==> src/hw/rtl/cc20_pkg.sv <==
// Shared types and constants for the ChaCha20 block function pipeline.
package cc20_pkg;

    localparam int WORD_W        = 32;
    localparam int NUM_WORDS     = 16;
    localparam int NUM_KEY_WORDS = 8;
    localparam int KEY_IDX_W     = 3;
    localparam int CFG_INDEX_W   = 4;
    localparam int STEPS_PER_DR  = 8;

    // "expand 32-byte k"
    localparam logic [WORD_W-1:0] SIGMA_0 = 32'h61707865;
    localparam logic [WORD_W-1:0] SIGMA_1 = 32'h3320646e;
    localparam logic [WORD_W-1:0] SIGMA_2 = 32'h79622d32;
    localparam logic [WORD_W-1:0] SIGMA_3 = 32'h6b206574;

    typedef logic [NUM_WORDS-1:0][WORD_W-1:0] state_t;

    typedef struct packed {
        logic [31:0] block_counter;
        logic [31:0] nonce_word_0;
        logic [31:0] nonce_word_1;
        logic [31:0] nonce_word_2;
    } cc20_in_t;

    typedef struct packed {
        logic [63:0] out_words_0_1;
        logic [63:0] out_words_2_3;
        logic [63:0] out_words_4_5;
        logic [63:0] out_words_6_7;
        logic [63:0] out_words_8_9;
        logic [63:0] out_words_10_11;
        logic [63:0] out_words_12_13;
        logic [63:0] out_words_14_15;
    } cc20_out_t;

    // working state plus the per-block input words needed for the final add
    typedef struct packed {
        state_t   work;
        cc20_in_t init_tail;
    } stage_t;

endpackage

==> src/hw/rtl/cc20_step.sv <==
// One pipeline stage: one add/xor/rotate step of four parallel quarter rounds.
module cc20_step
    import cc20_pkg::*;
#(
    parameter int STEP = 0
)
(
    input  logic   clk,
    input  logic   rst_n,
    input  logic   en,
    input  logic   in_valid,
    input  stage_t in_stage,
    output logic   out_valid,
    output stage_t out_stage
);

    localparam int HALF = STEP / 4;     // 0: column round, 1: diagonal round
    localparam int SUB  = STEP % 4;     // which of the four quarter-round steps
    localparam int ROT  = (SUB == 0) ? 16 : (SUB == 1) ? 12 : (SUB == 2) ? 8 : 7;

    logic   valid_reg;
    stage_t stage_reg;
    stage_t stage_next;

    function automatic logic [WORD_W-1:0] rotl(input logic [WORD_W-1:0] x);
        return (x << ROT) | (x >> (WORD_W - ROT));
    endfunction

    assign stage_next.init_tail = in_stage.init_tail;

    for (genvar q = 0; q < 4; q++) begin : g_quarter
        localparam int IA = q;
        localparam int IB = 4 + ((q + HALF) % 4);
        localparam int IC = 8 + ((q + 2 * HALF) % 4);
        localparam int ID = 12 + ((q + 3 * HALF) % 4);

        logic [WORD_W-1:0] sum;

        if (SUB == 0 || SUB == 2) begin : g_ad
            // a += b; d = rotl(d ^ a)
            assign sum = in_stage.work[IA] + in_stage.work[IB];
            assign stage_next.work[IA] = sum;
            assign stage_next.work[ID] = rotl(in_stage.work[ID] ^ sum);
            assign stage_next.work[4 + q] = in_stage.work[4 + q];
            assign stage_next.work[8 + q] = in_stage.work[8 + q];
        end
        else begin : g_cb
            // c += d; b = rotl(b ^ c)
            assign sum = in_stage.work[IC] + in_stage.work[ID];
            assign stage_next.work[IC] = sum;
            assign stage_next.work[IB] = rotl(in_stage.work[IB] ^ sum);
            assign stage_next.work[q] = in_stage.work[q];
            assign stage_next.work[12 + q] = in_stage.work[12 + q];
        end
    end

    always_ff @(posedge clk or negedge rst_n)
    begin
        if (!rst_n)
        begin
            valid_reg <= 1'b0;
        end
        else if (en)
        begin
            valid_reg <= in_valid;
        end
    end

    always_ff @(posedge clk)
    begin
        if (en)
        begin
            stage_reg <= stage_next;
        end
    end

    assign out_valid = valid_reg;
    assign out_stage = stage_reg;

endmodule

==> config.mk <==
export PLATFORM = sky130hd
export DESIGN_NAME = cc20_step
export DESIGN_NICKNAME = d
export VERILOG_FILES = /design/src/hw/rtl/cc20_pkg.sv /design/src/hw/rtl/cc20_step.sv
export SDC_FILE = /design/constraint.sdc
export NUM_CORES = 1
export LEC_CHECK = 0
export ABC_CLOCK_PERIOD_IN_PS = 800
export BUFFER_PORTS_ARGS = -buffer_cell sky130_fd_sc_hd__buf_2
export CELL_PAD_IN_SITES_DETAIL_PLACEMENT = 1
export CELL_PAD_IN_SITES_GLOBAL_PLACEMENT = 1
export CORE_AREA = 8 8 491 493
export CTS_BUF_LIST = sky130_fd_sc_hd__clkbuf_8
export DETAILED_ROUTE_END_ITERATION = 12
export DIE_AREA = 0 0 499 501
export PLACE_DENSITY = 0.33
export SETUP_SLACK_MARGIN = 0.3
export SLEW_MARGIN = 20
export SYNTH_ARGS = -nofsm -noshare
export SYNTH_HDL_FRONTEND = slang
export SYNTH_SLANG_ARGS = --single-unit
==> constraint.sdc <==
create_clock -name clk -period 0.8 [get_ports clk]
set_input_delay 0.12 -clock clk [delete_from_list [all_inputs] [get_ports clk]]
set_output_delay 0.12 -clock clk [all_outputs]
set_load 0.01 [all_outputs]
* Yosys cells after proc, flatten, opt, wreduce, memory -nomap -nowiden *
Index checks and enable logic that the tools add are counted.

storage, ports and cells
  flip-flop bits (word level) = 641
  input bits = 644
  output and inout bits = 641
  word-level logic and storage cells = 33

cells by class
  add/subtract/negate cells = 4
  bitwise operators = 8

operators with widths
  kind                  count
  adder 32 bit          4
  OR 32 x 16 -> 32 bit  4
  bitwise XOR 32 bit    4

* Logic depth before layout (Yosys ltp) *
Gate-level depths: netlist of run 1.

  depth after elaboration = 3
  depth in mapped cells = 10
  gate-level depth less buffers = 10

* Least setup slack after synthesis of run 1 *
OpenSTA, ideal clock, no wires.

  path type = input-to-reg
  start = in in_stage[160] in the netlist's numbering
  end = reg stage_reg (netlist bit out_stage[544]), data pin
  setup time = 0.266 ns
  arrival = 2.313 ns
  data required time = 0.534 ns
  setup slack = -1.778 ns
  stages on the path = 10
  path buffers = 0
  cells stage by stage = ha_1 > fa_1 > a211o_1 > a211o_1 > a31oi_4 > a211oi_2 > o21a_1 > o41ai_2 > xnor2_1 > xor2_1

RTL lines
  element                 line             text
  start: declaration      cc20_step.sv:12  input stage_t in_stage,
  end signal: assignment  cc20_step.sv:73  stage_reg <= stage_next;
  end: declaration        cc20_step.sv:22  stage_t stage_reg;

==> summary.md, run 1 <==
| Metric | Value |
|---|---|
| Status | finished with violations |
| Failing checks | negative hold slack, negative setup slack |
| Die height | 501 µm |
| Final core occ | 23.4% |
| Primary FF master, synth | edfxtp_1 |
| Synth cell count leaders | 640 x edfxtp_1, 158 x xor2_1, 124 x ha_1, 119 x a21oi_1, 81 x xnor2_1 |
| Max incr delay on CP | 0.61 ns |
| Post-Layout Cell Count | 7,434 |
| Max VDD drop | 1.25 mV |
| Via Count | 25,700 |
| Antenna violations before repair | 66 |
| Required time of the critical path | 1.41 ns |
| Switching share of power | 32.5% |
| Hold Vio Cnt, Final | 276 |
| Worst slew pin tran | 0.494 ns |
| Drt pass-1 iters | 5 |
| IO Count | 1,285 |
| First-pass GRT wire length | 245,000 µm |
| Via density | 3.45 |
| Synthesized Nets | 2,487 |
| Slowest CP cell | dlygate4sd3_1 |
| CTS Buffer Depth | 3 |
| Die ar. | 0.250 mm² |
| Yosys cell types | 74 |
| Layout Skew | 0 ns |
| Post-DP HPWL | 157,000 µm |
| FMAX | 0.506 GHz |
| YS warnings | 0 |
| Largest net degree at the start of global routing | 33 |
| RSZ-0062 raised after global routing | true |
| Port Buffers | 1,284 |
| Root buffer cell | clkbuf_8 |
| CP startpoint kind | primary input |
| CORE AREA | 0.234 mm² |
| Max Transition Viols Final | 0 |
| CP startpoint | in_stage[295] |
| Final #Nets | 5,011 |
| Yosys reg bits | 641 |
| Vias in the first global route | 27,900 |
| Clock share of power | 31.8% |
| Sequential power share | 39.3% |
| Max_cap viols | 0 |
| Crit path cell chain | buf_2 > dlygate4sd3_1 > ha_4 > inv_1 > a21o_1 > a211oi_4 > buf_6 > a21oi_4 > buf_6 > o211ai_1 > o211ai_1 > xnor2_1 |
| Detailed router's first-iteration violation count | 1,164 |
| Top post-synthesis cells by area | edfxtp_1 71%, ha_1 5.7%, xor2_1 5.1% |
| Post-synth ARST share | 0.156% |
| Layout cell share with drive strength beyond 1 | 55.8% |
| NetSw | 36.4 mW |
| Grt ovf | 0 |
| Static Leak | 22.8 nW |
| Worst hold slack | -0.575 ns |
| Skew-Pair Late Insertion Delay | 0.83 ns |
| Total Routing Usage GR | 14.1% |
| Post-DR wirelength/cell | 24.9 µm |
| Fillers | 26,200 |
| Rows | 178 |
| CP Capture Type | flip-flop |
| Worst Slack Setup Final | -1.18 ns |
| Starting Density | 11.6% |
| Sequential cell area | 0.0192 mm² |
| Worst relative slew slack | 67.0% |
| Crit-path max FO | 4 |
| Sink Count | 641 |
| Cts bufs inserted | 140 |
| Hold Crit Class | primary input to flip-flop |
| Placed cell count | 6,602 |
| Critical R2R Launch | out_valid |
| CP Class | primary input to flip-flop |
| Final wirelength | 185,000 µm |
| Netlist Area Pre-Place | 0.0272 mm² |
| Pint | 75.5 mW |
| Die X | 499 µm |
| Post-route ant nets | 0 |
| Hold path start | in_stage[288] |
| Count leader, synth | edfxtp_1 |
| Area occupied by multi-input gates | 0.0103 mm² |
| Finish-stage setup viols | 865 |
| Post-Syn Area per Cell | 15.9 µm² |
| Routability Congestion | 0.942 |
| DRC viols | 0 |
| Number of flops mapped to enable cells by yosys | 640 |
| Htree depth | 4 |
| Register area share after synthesis | 70.8% |
| PwrDens | 2050 mW/mm² |
| TritonCTS clock tree | yes |
| Final period util | 247% |
| Synthesis-to-layout area growth | 101% |
| Worst Path Arrival | 2.59 ns |
| Combinational share of power | 28.9% |
| Synth top area share | 70.7% |
| Clk slew on worst S/H paths | 0.06 ns |
| Tmin final | 1.98 ns |
| Cell taking the most area after synthesis | edfxtp_1 |
| Syn Inst Count | 1,715 |
layer usage:
| layer | wire length, µm | up-vias | share of wire, % | GRT usage [%] |
|---|---|---|---|---|
| met5 | 280 | - | 0.15 | 0 |
| met2 | 88700 | 994 | 48 | 23.6 |
| met4 | 3930 | 44 | 2.1 | 3.17 |
| li1 | - | 11700 | - | - |
| met3 | 15900 | 289 | 8.6 | 5.68 |
| met1 | 76600 | 12600 | 41 | 16.9 |
worst paths after layout:
kind	endpoint	cells after the start	slack, ns
min in group asynchronous	out_valid	3	0.15
max in group asynchronous	out_valid	3	0.55
worst max-delay path	out_stage[556]	12	-1.18
worst min-delay path	out_stage[288]	1	-0.58
worst min register to register	out_valid	1	0.61
worst max register to register	out_valid	1	-0.01
worst max-delay path: cells and delay by family:
kind | cells | cell delay [ns]
adder cells (fa/ha/maj) | 1 | 0.31
XOR/XNOR | 1 | 0.16
buffers and inverters | 5 | 1.06
AO/OA/AOI/OAI | 5 | 0.93
sequential cells by signal (all words and copies together) (netlist names):
signal,cells
out_valid,1
out_stage,640
kinds of logic (layout without fill, tap and decap cells):
group / Yosys count / after routing / synth area share (%)
simple gates: 245 / 245 / 4.22
compound gates: 400 / 400 / 9.82
mux: 1 / 1 / 0.0414
buf+inv: 52 / 2690 / 0.727
other cells: 0 / 21 / 0
fa+ha+maj: 128 / 128 / 6.00
flops: 641 / 641 / 70.8
xor+xnor: 248 / 248 / 8.42
stage by stage:
| step | setup TNS [ns] | power [mW] | worst slack [ns] | area, µm² | hold slack, ns |
|---|---|---|---|---|---|
| after detailed placement | -586.49 | 70.8 | -2.31 | 43000 | -0.100 |
| final | -621.54 | 112 | -1.18 | 54600 | -0.575 |
| after CTS | -714.65 | 114 | -1.14 | 52900 | -0.764 |
| after global placement | -585.78 | 70.9 | -2.30 | 43000 | -0.102 |
| after floorplan | -237.14 | 52.9 | -1.65 | 28200 | -0.176 |
| after global routing | -725.16 | 118 | -1.17 | 54600 | -0.739 |
cell type report:
type                            instances  area share [%]
Timing Repair Buffer                 2403            33.8
Sequential cell                       641            35.2
Multi-Input combinational cell       1022            18.8
Antenna cell                           21          0.0962
Inverter                               31           0.213
Tap cell                             3060            7.01
Clock buffer                          141            3.55
Clock inverter                        115            1.27
cell usage in the layout (no fill, tap or decap), types with 40 or more instances in the layout:
cell type and instances:
nor2_1 49, xor2_1 138, a21oi_2 40, buf_6 315, edfxtp_1 640, buf_4 551, a21o_1 55, xnor2_1 47
ha_1 56, buf_2 1006, a21oi_1 68, clkbuf_8 141, dlygate4sd3_1 483, nand2_1 65, inv_1 76, ha_4 62
repair_timing:
item / in CTS / in global routing
setup endpoints to repair: 875 / 898
hold endpoints to repair: 1271 / 1029
gates resized for setup: 596 / 234
buffers inserted: 26 / 45
pin swaps: 98 / 93
hold buffers: 478 / 30
power by group through the flow:
stage | Sequential (mW) | Combinational [mW] | Clock [mW]
floorplan | 45.9 | 6.98 | 0
global placement | 44.3 | 26.6 | 0
detailed placement | 44.3 | 26.6 | 0
CTS | 44.1 | 31.7 | 37.9
global route | 44.4 | 34.8 | 38.9
finish | 44.0 | 32.3 | 35.6
Note: power is estimated with default switching activity, not from simulation.
==> run 2: changes to the inputs <==
==> constraint.sdc (replaced) <==
create_clock -name clk -period 0.8 [get_ports clk]
set_input_delay 0.12 -clock clk [delete_from_list [all_inputs] [get_ports clk]]
set_output_delay 0.12 -clock clk [all_outputs]
set_load 0.005 [all_outputs]
==> summary.md, run 2 (synthesis results as in run 1) <==
| Metric | Value |
|---|---|
| Status | finished with violations |
| Failing checks | negative hold slack, negative setup slack |
| Worst Slack Setup Final | -1.22 ns |
| Rows | 178 |
| Worst hold slack | -0.560 ns |
| Die height | 501 µm |
| Synthesis-to-layout area growth | 99.0% |
| DRC viols | 0 |
| Via density | 3.44 |
| CP Capture Type | flip-flop |
| First-pass GRT wire length | 244,000 µm |
| Max reg flops | 640 |
| FMAX | 0.495 GHz |
| Final period util | 253% |
| PwrDens | 2060 mW/mm² |
| Pint | 76.5 mW |
| Vias in the first global route | 27,900 |
| Crit-path max FO | 2 |
| Sequential power share | 39.5% |
| Post-DR wirelength/cell | 25.0 µm |
| Tmin final | 2.02 ns |
| Via Count | 25,400 |
| Commonest cells after routing, fill and taps aside | 1,075 x buf_2, 640 x edfxtp_1, 528 x buf_4 |
| Max VDD drop | 1.18 mV |
| Final #Nets | 4,972 |
| TritonCTS clock tree | yes |
| Required time of the critical path | 1.38 ns |
| Finish-stage setup viols | 863 |
| Starting Density | 11.6% |
| Fillers | 26,100 |
| Htree depth | 4 |
| Cts bufs inserted | 141 |
| Final TNS setup | -613.38 ns |
| Static Leak | 22.6 nW |
| Max Transition Viols Final | 0 |
| Worst relative slew slack | 59.3% |
| Clock share of power | 33.3% |
| CP Class | primary input to flip-flop |
| Skew-Pair Late Insertion Delay | 0.84 ns |
| Sink Count | 641 |
| Port Buffers | 1,284 |
| Grt ovf | 0 |
| Largest net degree at the start of global routing | 43 |
| Layout Skew | 0 ns |
| Switching share of power | 31.3% |
| RSZ-0062 raised after global routing | true |
| Drt pass-1 iters | 5 |
| Commonest non-fill, non-tap cell in the layout | buf_2 |
| Hold Crit Class | primary input to flip-flop |
| Root buffer cell | clkbuf_8 |
| NetSw | 34.9 mW |
| Routability Congestion | 0.919 |
| Post-route ant nets | 0 |
| CTS Buffer Depth | 3 |
| Post-Layout Cell Count | 7,379 |
| Worst Path Arrival | 2.60 ns |
| Placed cell count | 6,578 |
| Hold Vio Cnt, Final | 423 |
| Combinational share of power | 27.3% |
| Total Routing Usage GR | 14.0% |
| Final wirelength | 185,000 µm |
| CORE AREA | 0.234 mm² |
| Post-DP HPWL | 155,000 µm |
| Layout cell share with drive strength beyond 1 | 56.0% |
| Max_cap viols | 0 |
| Die X | 499 µm |
| Worst slew pin tran | 0.605 ns |
| IO Count | 1,285 |
| Clk slew on worst S/H paths | 0.06 ns |
| Antenna violations before repair | 70 |
| CP startpoint kind | primary input |
| Detailed router's first-iteration violation count | 1,270 |
| Die ar. | 0.250 mm² |
run 2: changes by cell type in the layout (fill, tap and decap cells not counted), moves of 5 or more:
cell / delta
buf_6: -72
buf_12: -5
xor2_2: +7
buf_4: -23
clkinv_2: -7
buf_2: +69
inv_1: -7
bufinv_16: +5
dlygate4sd3_1: -9
xor2_1: -6
run 2: critical path, stage by stage:
cell and delay (ns):
buf_2 0.10, dlygate4sd3_1 0.63, ha_1 0.32, inv_1 0.08, nor2_1 0.06, or4_1 0.44
a31o_1 0.27, a221oi_4 0.32, xnor2_2 0.10, xor2_1 0.14
run 2: power by group through the flow:
stage / Clock, mW / Sequential, mW / Combinational (mW)
2_1_floorplan: 0 / 44.2 / 6.98
4_1_cts: 39.4 / 44.0 / 29.6
3_5_place_dp: 0 / 44.2 / 24.8
5_1_grt: 40.3 / 44.3 / 32.7
6_report: 37.1 / 43.9 / 30.4
3_3_place_gp: 0 / 44.3 / 24.9
run 2: timing repair:
| action | in CTS | in global routing |
|---|---|---|
| gates resized for setup | 501 | 238 |
| pin swaps | 101 | 114 |
| setup buffers | 27 | 38 |
| hold buffers | 465 | 28 |
| hold endpoints to repair | 1270 | 1156 |
| setup endpoints to repair | 877 | 889 |
run 2: area by class of cell:
cell class              count  area (µm²)  area share [%]
repair buffers           2363       17600            32.6
inverters                  31         116           0.215
clock buffers             142        1950            3.61
clock inverters           103         762            1.41
well taps                3060        3830            7.08
multi-input cells        1022       10500            19.5
flip-flops and latches    641       19200            35.6
diodes                     17        42.5          0.0786
run 2: final timing paths:
| kind | start | to | slack, ns | cells after the start |
|---|---|---|---|---|
| setup / recovery | in_stage[281] | out_stage[526] | -1.22 | 10 |
| hold / removal | in_stage[288] | out_stage[288] | -0.56 | 1 |
| setup reg to reg | out_valid | out_valid | 0.04 | 1 |
| hold reg to reg | out_valid | out_valid | 0.54 | 1 |
| max in group asynchronous | rst_n | out_valid | 0.56 | 3 |
| min in group asynchronous | rst_n | out_valid | 0.14 | 3 |
run 2: layer usage:
metal	vias up	part of all wire, %	GRT usage, %
met5	-	0.17	0
met2	1034	47	23.0
met3	318	8.3	5.69
met4	48	3.3	4.35
met1	12400	42	16.9
li1	11600	-	-
run 2: stage by stage:
step / cell area (µm²) / power [mW] / setup slack, ns / hold slack [ns] / utilization (%)
after floorplan: 28200 / 51.2 / -1.65 / -0.176 / -
after global placement: 42700 / 69.1 / -2.43 / -0.103 / 18.3
after detailed placement: 42700 / 69.1 / -2.44 / -0.0999 / 18.3
after CTS: 52400 / 113 / -1.14 / -0.745 / 22.4
after global routing: 54100 / 117 / -1.18 / -0.725 / 23.2
final: 54100 / 111 / -1.22 / -0.560 / 23.2
==> run 3: changes to the inputs <==
--- a/config.mk
+++ b/config.mk
@@ -6,7 +6,7 @@
 export NUM_CORES = 1
 export LEC_CHECK = 0
 export ABC_CLOCK_PERIOD_IN_PS = 800
-export BUFFER_PORTS_ARGS = -buffer_cell sky130_fd_sc_hd__buf_2
+export BUFFER_PORTS_ARGS = -buffer_cell sky130_fd_sc_hd__clkbuf_2
 export CELL_PAD_IN_SITES_DETAIL_PLACEMENT = 1
 export CELL_PAD_IN_SITES_GLOBAL_PLACEMENT = 1
 export CORE_AREA = 8 8 491 493
==> summary.md, run 3 (synthesis results as in run 1) <==
| Metric | Value |
|---|---|
| Worst hold slack | -0.601 ns |
| Clk slew on worst S/H paths | 0.05 ns |
| Skew-Pair Late Insertion Delay | 0.85 ns |
| CORE AREA | 0.234 mm² |
| Tmin final | 1.97 ns |
| CP Capture Type | flip-flop |
| Worst relative slew slack | 62.3% |
| Worst Slack Setup Final | -1.17 ns |
| Cts bufs inserted | 141 |
| Detailed router's first-iteration violation count | 1,177 |
| PwrDens | 2010 mW/mm² |
| Via density | 3.45 |
| Static Leak | 23.6 nW |
| Port Buffers | 1,284 |
| Die X | 499 µm |
| Placed inst area | 0.0430 mm² |
| Max Transition Viols Final | 0 |
| Rows | 178 |
| Failing checks | negative hold slack, negative setup slack |
| Root buffer cell | clkbuf_8 |
| Max_cap viols | 0 |
| Fillers | 26,100 |
| Die ar. | 0.250 mm² |
| Max VDD drop | 1.36 mV |
| Largest net degree at the start of global routing | 37 |
| Synthesis-to-layout area growth | 106% |
| Post-DP HPWL | 156,000 µm |
| Drt pass-1 iters | 6 |
| RSZ-0062 raised after global routing | true |
| Hold Vio Cnt, Final | 531 |
| Starting Density | 11.6% |
| Post-route ant nets | 0 |
| CP startpoint kind | primary input |
| TritonCTS clock tree | yes |
| Final wirelength | 186,000 µm |
| CP Class | primary input to flip-flop |
| Design Area, Final | 0.0560 mm² |
| Die height | 501 µm |
| Routability Congestion | 0.937 |
| Grt ovf | 0 |
| Vias in the first global route | 28,300 |
| Finish-stage setup viols | 868 |
| Hold Crit Class | primary input to flip-flop |
| Layout Skew | 0 ns |
| Max reg flops | 640 |
| Sink Count | 641 |
| Layout cell share with drive strength beyond 1 | 55.5% |
| Htree depth | 4 |
| Required time of the critical path | 1.40 ns |
| Final period util | 246% |
| Antenna violations before repair | 65 |
| Total Routing Usage GR | 14.1% |
| Worst slew pin tran | 0.564 ns |
| First-pass GRT wire length | 245,000 µm |
| Post-DR wirelength/cell | 24.6 µm |
| IO Count | 1,285 |
| Commonest cells after routing, fill and taps aside | 1,096 x clkbuf_2, 640 x edfxtp_1, 579 x dlygate4sd3_1 |
| FMAX | 0.509 GHz |
| R2R setup slack | 0.04 ns |
| Commonest non-fill, non-tap cell in the layout | clkbuf_2 |
| Crit-path max FO | 4 |
| DRC viols | 0 |
| Final #Nets | 5,116 |
| CTS Buffer Depth | 3 |
| Worst Path Arrival | 2.56 ns |
| Status | finished with violations |
| Via Count | 26,000 |
[run 3: critical path, cell delays in order]
cell and delay [ns]:
clkbuf_2 0.08, dlygate4sd3_1 0.60, ha_4 0.25, a211oi_2 0.31
a21o_1 0.25, a211oi_4 0.06, buf_12 0.15, o21a_4 0.21
o41ai_4 0.21, xnor2_1 0.16, xor2_1 0.16
[run 3: what timing repair did]
item | CTS | global route
hold endpoints to repair | 1279 | 1035
buffers inserted | 28 | 56
hold buffers | 581 | 32
endpoints found under the setup margin | 871 | 1035
gates cloned | 0 | 0
resized for setup | 325 | 472
pin swaps | 58 | 148
[run 3: cell type report]
type	count	area (µm²)	area share, %
well taps	3060	3830	6.84
inverters	31	116	0.208
clock inverters	113	801	1.43
multi-input cells	1022	10600	19.0
clock buffers	142	1950	3.49
repair buffers	2507	19400	34.6
diodes	26	65.1	0.116
flip-flops and latches	641	19200	34.4
[run 3: path summary, 6_finish.rpt]
kind,endpoint,depth (start not counted),startpoint
worst max register to register,out_valid,1,out_valid
max in group asynchronous,out_valid,3,rst_n
min in group asynchronous,out_valid,3,rst_n
worst min register to register,out_valid,1,out_valid
worst max-delay path,out_stage[544],11,in_stage[297]
worst min-delay path,out_stage[323],1,in_stage[323]
[run 3: report_power, final]
group,leakage [nW],switching (mW),internal (mW)
logic,15.8,15.5,16.2
registers,6.28,1.87,42.1
clock network,1.56,17.7,19.5
[run 3: per-layer routing]
| metal | GRT usage [%] | routed length (µm) |
|---|---|---|
| met5 | 0 | 187 |
| met4 | 5.70 | 7020 |
| met3 | 6.64 | 18500 |
| met2 | 22.4 | 85400 |
| met1 | 16.4 | 74700 |
[run 3: per-stage QoR]
stage / util (%) / total power [mW] / setup TNS [ns] / worst slack [ns] / std cells
after floorplan: - / 51.2 / -237.14 / -1.65 / 1715
after global placement: 18.4 / 69.7 / -583.05 / -2.56 / 6597
after detailed placement: 18.4 / 69.5 / -580.98 / -2.54 / 6597
after CTS: 22.9 / 113 / -747.92 / -1.16 / 7461
after global routing: 24.0 / 119 / -733.87 / -1.17 / 7535
final: 24.0 / 113 / -628.93 / -1.17 / 7542
